## config.mk

```make
export PLATFORM = sky130hd
export DESIGN_NAME = tccw_ucode_seq
export DESIGN_NICKNAME = d
export VERILOG_FILES = /design/src/tccw_pkg.sv /design/src/tccw_ucode_seq.sv
export SDC_FILE = /design/constraint.sdc
export NUM_CORES = 1
export LEC_CHECK = 0
export ABC_CLOCK_PERIOD_IN_PS = 2810
export BUFFER_PORTS_ARGS = -buffer_cell sky130_fd_sc_hd__buf_2
export CAP_MARGIN = 15
export CORE_MARGIN = 5
export CORE_UTILIZATION = 40
export DETAILED_ROUTE_END_ITERATION = 12
export GPL_ROUTABILITY_DRIVEN = 0
export RECOVER_POWER = 25
export SETUP_SLACK_MARGIN = 0.3
export SYNTH_ARGS = -nofsm -noshare
export SYNTH_HDL_FRONTEND = slang
export SYNTH_SLANG_ARGS = --single-unit
```

## constraint.sdc

```tcl
create_clock -name clk -period 2.81 [get_ports clk]
set_clock_uncertainty 0.2 [all_clocks]
set_input_delay 0.1405 -clock clk [delete_from_list [all_inputs] [get_ports clk]]
set_output_delay 0.1405 -clock clk [all_outputs]
set_load 0.1 [all_outputs]
```

## src/tccw_pkg.sv

```systemverilog
// ----------------------------------------------------------------------------
// tccw_pkg
// Types, constants, the microcode program and helper functions of the
// character-cell console engine.
// ----------------------------------------------------------------------------
package tccw_pkg;

    localparam int ROWS       = 25;
    localparam int COLUMNS    = 80;
    localparam int BLANK_CHAR = 32;
    localparam int CELL_COUNT = ROWS * COLUMNS;

    localparam int ROW_W   = 5;
    localparam int COL_W   = 7;
    localparam int CHAR_W  = 8;
    localparam int ATTR_W  = 8;
    localparam int CELL_W  = CHAR_W + ATTR_W;
    localparam int CMD_W   = 3;
    localparam int ADDR_W  = $clog2(CELL_COUNT);
    // The scroll sweep runs one row past the end of the store.
    localparam int SWEEP_W = $clog2(CELL_COUNT + COLUMNS);

    localparam int CFG_IDX_W  = 2;
    localparam int CFG_DATA_W = 8;

    localparam logic [CFG_IDX_W-1:0] CFG_TEXT_ATTR   = CFG_IDX_W'(0);
    localparam logic [CFG_IDX_W-1:0] CFG_HEADER_ROWS = CFG_IDX_W'(1);

    localparam logic [ATTR_W-1:0] ATTR_RESET = ATTR_W'(7);

    localparam logic [CMD_W-1:0] CMD_PUT       = CMD_W'(0);
    localparam logic [CMD_W-1:0] CMD_NEWLINE   = CMD_W'(1);
    localparam logic [CMD_W-1:0] CMD_BACKSPACE = CMD_W'(2);
    localparam logic [CMD_W-1:0] CMD_GOTO      = CMD_W'(3);
    localparam logic [CMD_W-1:0] CMD_CLEAR     = CMD_W'(4);
    localparam logic [CMD_W-1:0] CMD_READ      = CMD_W'(5);

    typedef struct packed {
        logic [CMD_W-1:0]  command;
        logic [CHAR_W-1:0] character;
        logic [ROW_W-1:0]  target_row;
        logic [COL_W-1:0]  target_column;
    } item_t;

    typedef struct packed {
        logic [ROW_W-1:0]  cursor_row;
        logic [COL_W-1:0]  cursor_column;
        logic [CHAR_W-1:0] cell_char;
        logic [ATTR_W-1:0] cell_attr;
        logic              scrolled;
    } result_t;

    // Micro-operations understood by the datapath.
    typedef enum logic [3:0] {
        UOP_NOP,
        UOP_INIT_ZERO,
        UOP_INIT_BLANK,
        UOP_FILL,
        UOP_PUT,
        UOP_NEWLINE,
        UOP_BS_MOVE,
        UOP_BS_BLANK,
        UOP_GOTO,
        UOP_READ,
        UOP_SCROLL_INIT,
        UOP_COPY,
        UOP_DONE
    } uop_t;

    // Jump conditions tested by the sequencer.
    typedef enum logic [2:0] {
        C_ALWAYS,
        C_START,
        C_WRAP_BOTTOM,
        C_BOTTOM,
        C_BS_STOP,
        C_FILL_MORE,
        C_COPY_MORE
    } cond_t;

    // Program steps.
    typedef enum logic [3:0] {
        ST_RST_INIT,
        ST_RST_FILL,
        ST_IDLE,
        ST_PUT,
        ST_NEWLINE,
        ST_BS_CHECK,
        ST_BS_MOVE,
        ST_BS_BLANK,
        ST_GOTO,
        ST_CLR_INIT,
        ST_CLR_FILL,
        ST_READ,
        ST_SCR_INIT,
        ST_SCR_COPY,
        ST_DONE
    } step_t;

    typedef struct packed {
        uop_t  op;
        cond_t cond;
        step_t jt;
        step_t jf;
    } ucode_t;

    typedef struct packed {
        logic wrap_bottom;
        logic bottom;
        logic bs_stop;
        logic fill_more;
        logic copy_more;
    } dp_status_t;

    // The control store: one word per step, jump to jt when the condition
    // holds and to jf otherwise.
    function automatic ucode_t ucode_rom(input step_t st);
        ucode_t w;
        case (st)
            ST_RST_INIT: w = '{UOP_INIT_ZERO,   C_ALWAYS,      ST_RST_FILL, ST_RST_FILL};
            ST_RST_FILL: w = '{UOP_FILL,        C_FILL_MORE,   ST_RST_FILL, ST_IDLE};
            ST_IDLE:     w = '{UOP_NOP,         C_START,       ST_IDLE,     ST_IDLE};
            ST_PUT:      w = '{UOP_PUT,         C_WRAP_BOTTOM, ST_SCR_INIT, ST_DONE};
            ST_NEWLINE:  w = '{UOP_NEWLINE,     C_BOTTOM,      ST_SCR_INIT, ST_DONE};
            ST_BS_CHECK: w = '{UOP_NOP,         C_BS_STOP,     ST_DONE,     ST_BS_MOVE};
            ST_BS_MOVE:  w = '{UOP_BS_MOVE,     C_ALWAYS,      ST_BS_BLANK, ST_BS_BLANK};
            ST_BS_BLANK: w = '{UOP_BS_BLANK,    C_ALWAYS,      ST_DONE,     ST_DONE};
            ST_GOTO:     w = '{UOP_GOTO,        C_ALWAYS,      ST_DONE,     ST_DONE};
            ST_CLR_INIT: w = '{UOP_INIT_BLANK,  C_ALWAYS,      ST_CLR_FILL, ST_CLR_FILL};
            ST_CLR_FILL: w = '{UOP_FILL,        C_FILL_MORE,   ST_CLR_FILL, ST_DONE};
            ST_READ:     w = '{UOP_READ,        C_ALWAYS,      ST_DONE,     ST_DONE};
            ST_SCR_INIT: w = '{UOP_SCROLL_INIT, C_ALWAYS,      ST_SCR_COPY, ST_SCR_COPY};
            ST_SCR_COPY: w = '{UOP_COPY,        C_COPY_MORE,   ST_SCR_COPY, ST_DONE};
            ST_DONE:     w = '{UOP_DONE,        C_ALWAYS,      ST_IDLE,     ST_IDLE};
            default:     w = '{UOP_NOP,         C_ALWAYS,      ST_IDLE,     ST_IDLE};
        endcase
        return w;
    endfunction

    // Entry step of each command; unused codes go straight to the result.
    function automatic step_t dispatch(input logic [CMD_W-1:0] cmd);
        step_t st;
        case (cmd)
            CMD_PUT:       st = ST_PUT;
            CMD_NEWLINE:   st = ST_NEWLINE;
            CMD_BACKSPACE: st = ST_BS_CHECK;
            CMD_GOTO:      st = ST_GOTO;
            CMD_CLEAR:     st = ST_CLR_INIT;
            CMD_READ:      st = ST_READ;
            default:       st = ST_DONE;
        endcase
        return st;
    endfunction

    function automatic logic [ROW_W-1:0] clamp_row(input logic [ROW_W-1:0] r);
        return (r >= ROW_W'(ROWS)) ? ROW_W'(ROWS - 1) : r;
    endfunction

    function automatic logic [COL_W-1:0] clamp_col(input logic [COL_W-1:0] c);
        return (c >= COL_W'(COLUMNS)) ? COL_W'(COLUMNS - 1) : c;
    endfunction

    function automatic logic [ADDR_W-1:0] cell_addr(input logic [ROW_W-1:0] r,
                                                    input logic [COL_W-1:0] c);
        return ADDR_W'(r) * ADDR_W'(COLUMNS) + ADDR_W'(c);
    endfunction

endpackage

```

## src/tccw_ucode_seq.sv

```systemverilog
// ----------------------------------------------------------------------------
// tccw_ucode_seq
// Microcode sequencer: step counter, control store and jump logic.
// ----------------------------------------------------------------------------
module tccw_ucode_seq (
    input  logic                          clk,
    input  logic                          rst_n,
    input  logic                          accept,
    input  logic [tccw_pkg::CMD_W-1:0]    command,
    input  tccw_pkg::dp_status_t          status,
    output tccw_pkg::uop_t                uop,
    output logic                          busy
);
    import tccw_pkg::*;

    step_t  step_reg;
    step_t  step_next;
    ucode_t cw;
    logic   taken;

    always_ff @(posedge clk or negedge rst_n)
    begin
        if (!rst_n)
        begin
            step_reg <= ST_RST_INIT;
        end
        else
        begin
            step_reg <= step_next;
        end
    end

    always_comb
    begin
        cw = ucode_rom(step_reg);
        case (cw.cond)
            C_ALWAYS:      taken = 1'b1;
            C_START:       taken = accept;
            C_WRAP_BOTTOM: taken = status.wrap_bottom;
            C_BOTTOM:      taken = status.bottom;
            C_BS_STOP:     taken = status.bs_stop;
            C_FILL_MORE:   taken = status.fill_more;
            C_COPY_MORE:   taken = status.copy_more;
            default:       taken = 1'b0;
        endcase
        if (cw.cond == C_START)
        begin
            step_next = taken ? dispatch(command) : step_reg;
        end
        else
        begin
            step_next = taken ? cw.jt : cw.jf;
        end
    end

    assign uop  = cw.op;
    assign busy = (step_reg != ST_IDLE);

endmodule

```

# Yosys cells after proc, flatten, opt, wreduce, memory -nomap -nowiden
# Memories as Yosys holds them, arrays and structs flattened.
# Index checks and enable logic that the tools add are counted.
# word_totals
regBits	4
latchBits	0
ramBits	0
rom_bits	240
word_cells	22
n_memories	1
# op_classes
add_sub_neg	0
multipliers	0
div_mod_pow	0
order_cmp	0
eq_ne	13
n_shift	0
muxes	5
bitwise	0
reduce_logical	2
# memory_table
name	words	width	read_ports	rd_ports_with_merged_regs	write_ports	line_no	rtl
(no name shown)	16	15	1	0	0	tccw_pkg.sv:119	case (st)
# ops
operator	n
4-bit case mux with 6 select lines	1
3-bit == test (second input constant)	5
3-bit by 2-bit == test with 1-bit output (second input constant)	4
4-bit 2-to-1 mux	3
1-bit case mux with 7 select lines	1
3-bit by 1-bit == test with 1-bit output (second input constant)	2
3-bit zero test	2
4-bit by 2-bit inequality test with 1-bit output (second input constant)	1
2-bit inequality test (second input constant)	1

# Longest topological paths before layout
# Gate-level depths: netlist of run 1.
# An unclocked memory read counts as a cell.
# depth
depth_word	5
ltp_mapped	9

# Least setup slack after synthesis of run 1
# Ideal clock, no wire load.
# synth_path
kind	reg-to-output
from	register with a tool-made name
to	output uop[1]
t_arrival_ns	3.220
setup_slack_ns	-0.750
path_stages_with_launch	6
path_buffers	1
cell_sequence	dfrtp_1 clkbuf_1 inv_1 ha_1 o21ai_0 o21ai_0
# synth_lines
element	line_no	rtl
end: declaration	tccw_ucode_seq.sv:11	output tccw_pkg::uop_t uop,

==> impl_metrics.env, run 1 <==
export IMPL_status="finished clean"
export IMPL_path_cells="inv_2 -> ha_1 -> mux2i_2 -> or3_4 -> or2_1 -> a32o_1 -> nor2_1 -> o21ai_0"
export IMPL_stdcell_count=149
export IMPL_place_inst=143
export IMPL_setup_viol=0
export IMPL_synth_top_family_by_area="compound AO/OA/AOI/OAI gates"
export IMPL_row_count=15
export IMPL_fill_cells=182
export IMPL_ys_seq_area_frac=0.133
export IMPL_core_um2=1760
export IMPL_synth_xor_area_frac=0.0233
export IMPL_dp_hpwl_mm=1.54
export IMPL_grt_max_degree=23
export IMPL_ioPinCount=16
export IMPL_grt_pass1_vias=749
export IMPL_drv_slew=0
export IMPL_cts_buffer_depth=2
export IMPL_synth_common_cells="a21oi_1, nor2_1, nand2_1, o21ai_0"
export IMPL_synthMuxAreaShare=0.0947
export IMPL_ant_nets=0
export IMPL_finalHoldViolCount=0
export IMPL_reg2reg_depth=8
export IMPL_via_count=878
export IMPL_synth_edff_count=0
export IMPL_cp_slowest_cell="dfrtp_2"
export IMPL_path_class="reg -> reg"
export IMPL_crit_path_end_kind="flop"
export IMPL_critical_path_arrival_ps=2270
export IMPL_regArea_um2=101
export IMPL_clk_pin_slew_worst_paths_ps=40
export IMPL_synthAdderAreaFrac=0.0997
export IMPL_die_width_um=53.4
export IMPL_yosys_top_cells_area="dfrtp_1, ha_1, a21oi_1"
export IMPL_worstSetupStartpointType="flop"
export IMPL_grt_ovfl_total=0
export IMPL_max_slew_margin=0.677
export IMPL_multiInputGateArea_um2=651
export IMPL_antenna_found_initial=0
export IMPL_cts_root_buffer="clkbuf_4"
export IMPL_netlist_area_um2=753
export IMPL_hold_path_class="in -> async"
export IMPL_syn_instance_count=105
export IMPL_async_flop_share=1.00
export IMPL_synth_simple_area_share=0.228
export IMPL_gr_usage_all_layers=0.153
export IMPL_worst_pin_slew_ps=484
export IMPL_start_util=0.427
export IMPL_grt_pass1_wl_mm=3.30
export IMPL_htree_levels=1
export IMPL_synth_seq_cells=4
export IMPL_via_per_inst=5.89
export IMPL_synth_compound_area_frac=0.346
export IMPL_portBuffers=15
export IMPL_fin_nets=143
export IMPL_worstPathRequired_ps=2690
export IMPL_cts_sinks=4
export IMPL_insertion_delay_ps=230
export IMPL_syn2layout_area_growth_pct=27.6
export IMPL_netlist_top_cell_by_area="dfrtp_1"
export IMPL_antenna_cells=0
export IMPL_synthFlopType="dfrtp_1"
export IMPL_firstDrtPassIters=4
export IMPL_die_h_um=53.4
export IMPL_cts_tree="yes"
export IMPL_wl_mm=2.16
export IMPL_max_freq_mhz=420
export IMPL_utilization=0.545
export IMPL_cpPeakStageDelay_ps=440
export IMPL_tns_ps=0
export IMPL_die_area_um2=2850
export IMPL_synthDistinctLibCells=33
export IMPL_cap_viol_max_count=0
export IMPL_layout_min_cycle_time_ps=2380
export IMPL_drt_iter0_drc=35
export IMPL_synth_top_area_frac=0.133
export IMPL_grt_setup_unrepaired="no"
export IMPL_cts_buffers=3
export IMPL_syn_avg_cell_area_um2=7.17
export IMPL_post_drt_wl_per_cell_um=14.5
export IMPL_syn_num_nets=122
export IMPL_ys_warn_count=0
export IMPL_drive_above_1_share=0.339
export IMPL_drc_errors=0
export IMPL_critPathMaxFanout=6
export IMPL_synth_most_common_cell="a21oi_1"
export IMPL_fin_crit_sh=0.848
stage by stage:
stage	instance area, um^2	setup slack, ps	hold slack [ps]
3_3_place_gp	870	238	-250
4_1_cts	916	361	38.2
3_5_place_dp	870	235	-252
6_report	961	428	73.3
5_1_grt	961	319	104
2_1_floorplan	766	25.3	-355
what timing repair did:
item                                    4_1_cts  5_1_grt
endpoints found under the setup margin        2        4
pin swaps                                     0        1
hold endpoints to repair                      4        0
hold buffers                                  1        0
setup buffers                                 0        2
resized for setup                             2        9
worst max-delay path: cells and delay by family, from the launching register on:
kind	cells	cell delay, ps
flops	1	440
mux	1	110
compound gates	2	380
simple gates	3	760
buf+inv	1	130
fa+ha+maj	1	220
cell type report:
| cell class | count | area share |
|---|---|---|
| multi-input combinational | 89 | 0.677 |
| timing repair buffer | 23 | 0.142 |
| sequential | 4 | 0.105 |
| tap | 25 | 0.0326 |
| clock buffer | 3 | 0.0234 |
| inverter | 5 | 0.0195 |
metal layers:
metal | global-route usage | share of wire | vias up
met5 | 0 | 0 | -
met4 | 0.0511 | 0.0097 | 0
met3 | 0.0169 | 0.047 | 2
met2 | 0.237 | 0.47 | 34
met1 | 0.216 | 0.47 | 417
li1 | - | - | 425
kinds of logic (layout without fill, tap and decap cells):
kind of cell             count (synthesis)  in the layout
multiplexers                             7              7
AO/OA/AOI/OAI                           39             39
AND/OR/NAND/NOR                         35             35
XOR/XNOR                                 2              2
flip-flops                               4              4
adder cells (fa/ha/maj)                  6              6
buffers and inverters                   12             31
worst paths after layout:
check,startpoint,endpoint,slack (ps)
worst max-delay path,step_reg[0],flop,430
min in group clk,accept,step_reg[2],210
worst min-delay path,rst_n,async pin,70
worst min register to register,step_reg[0],step_reg[0],400
worst max register to register,step_reg[0],flop,430
max in group asynchronous,rst_n,step_reg[0],2140
cells in the final DEF (no fill, tap or decap), types with 5 or more instances in the layout:
| cell type | n |
|---|---|
| mux2i_1 | 5 |
| nor2_1 | 11 |
| buf_4 | 7 |
| o211ai_1 | 5 |
| nand2_1 | 8 |
| nand3_1 | 6 |
| a21oi_1 | 9 |
| o21ai_0 | 6 |
| buf_2 | 14 |
Power of run 1 is not shown: default switching activity piles up to over one toggle a cycle in this logic, so the estimate is an artifact.
==> run 2, diff against run 1 <==
--- a/config.mk
+++ b/config.mk
@@ -5,7 +5,7 @@
 export SDC_FILE = /design/constraint.sdc
 export NUM_CORES = 1
 export LEC_CHECK = 0
-export ABC_CLOCK_PERIOD_IN_PS = 2810
+export ABC_CLOCK_PERIOD_IN_PS = 2500
 export BUFFER_PORTS_ARGS = -buffer_cell sky130_fd_sc_hd__buf_2
 export CAP_MARGIN = 15
 export CORE_MARGIN = 5
==> constraint.sdc (replaced) <==
create_clock -name clk -period 2.5 [get_ports clk]
set_clock_uncertainty 0.2 [all_clocks]
set_input_delay 0.125 -clock clk [delete_from_list [all_inputs] [get_ports clk]]
set_output_delay 0.125 -clock clk [all_outputs]
set_load 0.1 [all_outputs]
==> run 2 against run 1 <==
Effect of this change:
- first-iteration DRC count decreased by 23%
- clock-buffer cell count unchanged
- routed wire length increased by 20%
- worst hold slack got worse by 13 ps
- global-route usage increased by 5.3 points
- sequential share of layout area decreased by 1.7 points
- design area increased by 24%
- maximum frequency increased by 0.57%
- register-to-register slack got worse by 300 ps
- critical path type unchanged
- largest cell class unchanged
- cell count increased by 8.1%
==> impl_metrics.env, run 2 (synthesized netlist as in run 1, its figures left out) <==
export IMPL_cts_buffer_depth=2
export IMPL_grt_max_degree=19
export IMPL_drive_above_1_share=0.507
export IMPL_gr_usage_all_layers=0.206
export IMPL_insertion_delay_ps=230
export IMPL_drc_errors=0
export IMPL_max_slew_margin=0.609
export IMPL_grt_pass1_wl_mm=4.30
export IMPL_drv_slew=0
export IMPL_portBuffers=15
export IMPL_hold_path_class="in -> async"
export IMPL_die_area_um2=2850
export IMPL_grt_pass1_vias=984
export IMPL_path_class="reg -> reg"
export IMPL_worstSetupStartpointType="flop"
export IMPL_wl_mm=2.58
export IMPL_clk_pin_slew_worst_paths_ps=40
export IMPL_cts_buffers=3
export IMPL_core_um2=1760
export IMPL_ioPinCount=16
export IMPL_timing_rr_end="step_reg[0]"
export IMPL_cts_sinks=4
export IMPL_final_cell_mix="buf_4, nor2_1, buf_2"
export IMPL_layout_commonest_cell="buf_4"
export IMPL_drt_iter0_drc=27
export IMPL_row_count=15
export IMPL_dp_hpwl_mm=1.72
export IMPL_tns_ps=0
export IMPL_fin_nets=155
export IMPL_htree_levels=1
export IMPL_cts_tree="yes"
export IMPL_max_freq_mhz=422
export IMPL_cap_viol_max_count=0
export IMPL_fin_crit_sh=0.947
export IMPL_finalHoldViolCount=0
export IMPL_worstPathRequired_ps=2400
export IMPL_setup_viol=0
export IMPL_ant_nets=0
export IMPL_worst_pin_slew_ps=580
export IMPL_antenna_found_initial=0
export IMPL_setup_ws_ps=131
export IMPL_via_per_inst=5.75
export IMPL_critPathMaxFanout=5
export IMPL_cts_root_buffer="clkbuf_4"
export IMPL_die_width_um=53.4
export IMPL_via_count=926
export IMPL_antenna_cells=0
export IMPL_regToRegSetupSlack_ps=130
export IMPL_firstDrtPassIters=4
export IMPL_status="finished clean"
export IMPL_start_util=0.427
export IMPL_grt_ovfl_total=0
export IMPL_grt_setup_unrepaired="yes"
export IMPL_critical_path_arrival_ps=2270
export IMPL_dp_slack_ps=80.1
export IMPL_reg2reg_depth=8
export IMPL_layout_min_cycle_time_ps=2370
export IMPL_die_h_um=53.4
export IMPL_crit_path_end_kind="flop"
export IMPL_post_drt_wl_per_cell_um=16.0
export IMPL_syn2layout_area_growth_pct=58.1
[run 2: cell count changes in the layout (fill, tap and decap cells not counted), moves of 3 or more]
cell,before,now
dfrtp_1,3,0
dfrtp_2,1,4
buf_2,14,10
buf_4,7,19
clkbuf_4,3,6
[run 2: what timing repair did]
item | CTS | global route
gates resized for setup | 22 | 9
hold endpoints to repair | 4 | 0
setup endpoints to repair | 6 | 9
setup buffers | 10 | 1
pin swaps | 7 | 4
hold buffers | 1 | 0
[run 2: routing by layer]
layer | routed length, um | vias up | global-route usage | part of all wire
met4 | 77 | 0 | 0.0638 | 0.030
li1 | - | 443 | - | -
met3 | 135 | 10 | 0.0394 | 0.052
met1 | 1030 | 435 | 0.231 | 0.40
met2 | 1340 | 38 | 0.382 | 0.52
met5 | 0 | - | 0 | 0
[run 2: worst max path at each step]
stage / start / slack, ps / cells past startpoint / end
final: flop / 130 / 8 / step_reg[0]
after global routing: step_reg[0] / 50 / 9 / step_reg[0]
after CTS: flop / 180 / 7 / step_reg[0]
after detailed placement: step_reg[0] / 80 / 8 / step_reg[0]
after global placement: step_reg[0] / 100 / 8 / flop
after floorplan: flop / 250 / 9 / flop
[run 2: per-stage QoR]
| stage | instance area (um^2) | util | std cells | hold WS (ps) |
|---|---|---|---|---|
| global placement | 953 | 0.540 | 146 | -267 |
| detailed placement | 953 | 0.540 | 146 | -266 |
| global route | 1190 | 0.675 | 161 | 87.6 |
| finish | 1190 | 0.675 | 161 | 59.9 |
| floorplan | 836 | - | 105 | -371 |
| CTS | 1150 | 0.650 | 160 | 35.0 |
[run 2: worst max-delay path, stage by stage, from the launching register on]
cell and delay (ps):
dfrtp_2 430, inv_6 70, ha_4 160, mux2_4 260, o211ai_1 290, a21oi_2 140
a211oi_4 340, mux2i_1 260, nand2_1 80
[run 2: layout make-up]
type	instances	area, um^2
sequential	4	105
clock buffer	3	22.5
inverter	5	26.3
fill	159	573
tap	25	31.3
multi-input combinational	89	766
timing repair buffer	35	240
Power of run 2 is left out for the same reason.
==> run 3, diff against run 2 <==
--- a/config.mk
+++ b/config.mk
@@ -5,6 +5,7 @@
 export SDC_FILE = /design/constraint.sdc
 export NUM_CORES = 1
 export LEC_CHECK = 0
+export ABC_AREA = 1
 export ABC_CLOCK_PERIOD_IN_PS = 2500
 export BUFFER_PORTS_ARGS = -buffer_cell sky130_fd_sc_hd__buf_2
 export CAP_MARGIN = 15
==> run 3 against run 2 <==
Effect of this change:
- setup slack better by 250 ps
- non-clock buffer count down 10
- critical path depth down 2
- cell count increased by 22%
- routed wire length fell by 16%
- area after synthesis rose by 18%
- maximum frequency grew 12%
==> impl_metrics.env, run 3 <==
export IMPL_status="finished clean"
export IMPL_netlist_area_um2=888
export IMPL_syn_instance_count=145
export IMPL_hold_path_class="in -> async"
export IMPL_async_flop_share=1.00
export IMPL_core_um2=2170
export IMPL_drt_iter0_drc=20
export IMPL_die_area_um2=3260
export IMPL_synth_top_area_frac=0.194
export IMPL_synth_seq_cells=4
export IMPL_post_drt_wl_per_cell_um=11.0
export IMPL_syn_avg_cell_area_um2=6.13
export IMPL_final_cell_mix="nand2_1, nand3_1, inv_1"
export IMPL_synth_common_cells="nand2_1, nand3_1, inv_1"
export IMPL_start_util=0.409
export IMPL_worstPathRequired_ps=2170
export IMPL_syn2layout_area_growth_pct=25.9
export IMPL_netlist_top_cell_by_area="nand2_1"
export IMPL_cts_root_buffer="clkbuf_4"
export IMPL_ys_seq_area_frac=0.113
export IMPL_layout_min_cycle_time_ps=2120
export IMPL_cts_buffer_depth=2
export IMPL_via_per_inst=4.86
export IMPL_drive_above_1_share=0.351
export IMPL_drv_slew=0
export IMPL_ant_nets=0
export IMPL_cts_buffers=3
export IMPL_drc_errors=0
export IMPL_synth_most_common_cell="nand2_1"
export IMPL_cts_sinks=4
export IMPL_grt_max_degree=12
export IMPL_grt_pass1_vias=921
export IMPL_fill_cells=236
export IMPL_r2r_start="step_reg[0]"
export IMPL_crit_path_end_kind="primary output"
export IMPL_grt_ovfl_total=0
export IMPL_fin_crit_sh=0.848
export IMPL_via_count=952
export IMPL_portBuffers=15
export IMPL_layout_commonest_cell="nand2_1"
export IMPL_wl_mm=2.16
export IMPL_gr_usage_all_layers=0.138
export IMPL_die_width_um=57.1
export IMPL_cts_tree="yes"
export IMPL_clk_pin_slew_worst_paths_ps=40
export IMPL_max_slew_margin=0.677
export IMPL_dp_hpwl_mm=1.74
export IMPL_synth_edff_count=0
export IMPL_ioPinCount=16
export IMPL_antenna_cells=0
export IMPL_path_class="reg -> out"
export IMPL_antenna_found_initial=0
export IMPL_setup_viol=0
export IMPL_syn_num_nets=162
export IMPL_critical_path_arrival_ps=1790
export IMPL_regToRegSetupSlack_ps=430
export IMPL_critPathMaxFanout=4
export IMPL_grt_setup_unrepaired="yes"
export IMPL_max_freq_mhz=472
export IMPL_cap_viol_max_count=0
export IMPL_ys_warn_count=0
export IMPL_worst_pin_slew_ps=488
export IMPL_finalHoldViolCount=0
export IMPL_die_h_um=57.1
export IMPL_row_count=17
export IMPL_synthDistinctLibCells=25
export IMPL_synthFlopType="dfrtp_1"
export IMPL_fin_nets=187
export IMPL_firstDrtPassIters=4
export IMPL_tns_ps=0
export IMPL_htree_levels=1
export IMPL_insertion_delay_ps=230
export IMPL_yosys_top_cells_area="nand2_1, dfrtp_1, nand3_1"
export IMPL_reg2reg_depth=14
export IMPL_crit_start="step_reg[0]"
export IMPL_grt_pass1_wl_mm=3.70
export IMPL_worstSetupStartpointType="flop"
-- run 3: cell count changes after synthesis, moves of 4 or more --
cell / previous run / this run
nand3_1: 6 / 18
buf_6: 0 / 4
nor2_1: 11 / 6
a21oi_1: 12 / 4
nor2_2: 0 / 4
nand2_2: 0 / 4
nand3_2: 0 / 5
nand2_1: 8 / 46
inv_1: 5 / 16
mux2i_1: 6 / 0
-- run 3: what timing repair did --
| action | CTS | global route |
|---|---|---|
| gates resized for setup | 0 | 9 |
| setup endpoints to repair | 0 | 7 |
| hold buffers | 1 | 0 |
| setup buffers | 0 | 3 |
| endpoints found under the hold margin | 4 | 0 |
-- run 3: cells by family (layout without fill, tap and decap cells) --
kind of cell,Yosys count,in the layout,share of synthesized area
compound gates,18,18,0.114
fa+ha+maj,6,6,0.0845
buf+inv,25,48,0.146
flops,4,4,0.113
simple gates,92,92,0.542
-- run 3: critical path, cell delays in order, from the launching register on --
cell and delay, ps:
dfrtp_1 380, inv_1 130, ha_1 290, nand2_1 110, a21oi_1 80, a31oi_2 130
buf_2 440
-- run 3: worst max path at each step --
stage                        to  slack [ps]  cells past startpoint
floorplan                uop[0]         180                      5
global placement    step_reg[0]         310                     15
detailed placement         flop         310                     15
CTS                        flop         300                     15
global route        step_reg[0]         280                     15
finish                   uop[0]         380                      6
-- run 3: stage by stage --
stage	util	std cells	hold WS, ps	worst slack, ps	instance area, um^2
after floorplan	-	145	-371	184	910
after global placement	0.468	189	-268	314	1010
after detailed placement	0.468	189	-265	305	1010
after CTS	0.483	193	19.2	300	1050
after global routing	0.516	196	72.3	281	1120
final	0.516	196	57.6	381	1120
-- run 3: metal layers --
metal | vias up | GRT usage | wire length [um]
li1 | 514 | - | -
met1 | 421 | 0.173 | 1040
met2 | 17 | 0.238 | 1060
met3 | 0 | 0.0158 | 68
met4 | 0 | 0.0530 | 0
met5 | - | 0 | 0
-- run 3: layout make-up --
class                   instances  area, um^2  share of cell area
clock buffers                   3        22.5              0.0201
inverters                      20        80.1              0.0716
multi-input cells             116         713               0.638
flip-flops and latches          4         101              0.0906
well taps                      28        35.0              0.0313
repair buffers                 25         166               0.149
Power of run 3 is left out for the same reason.
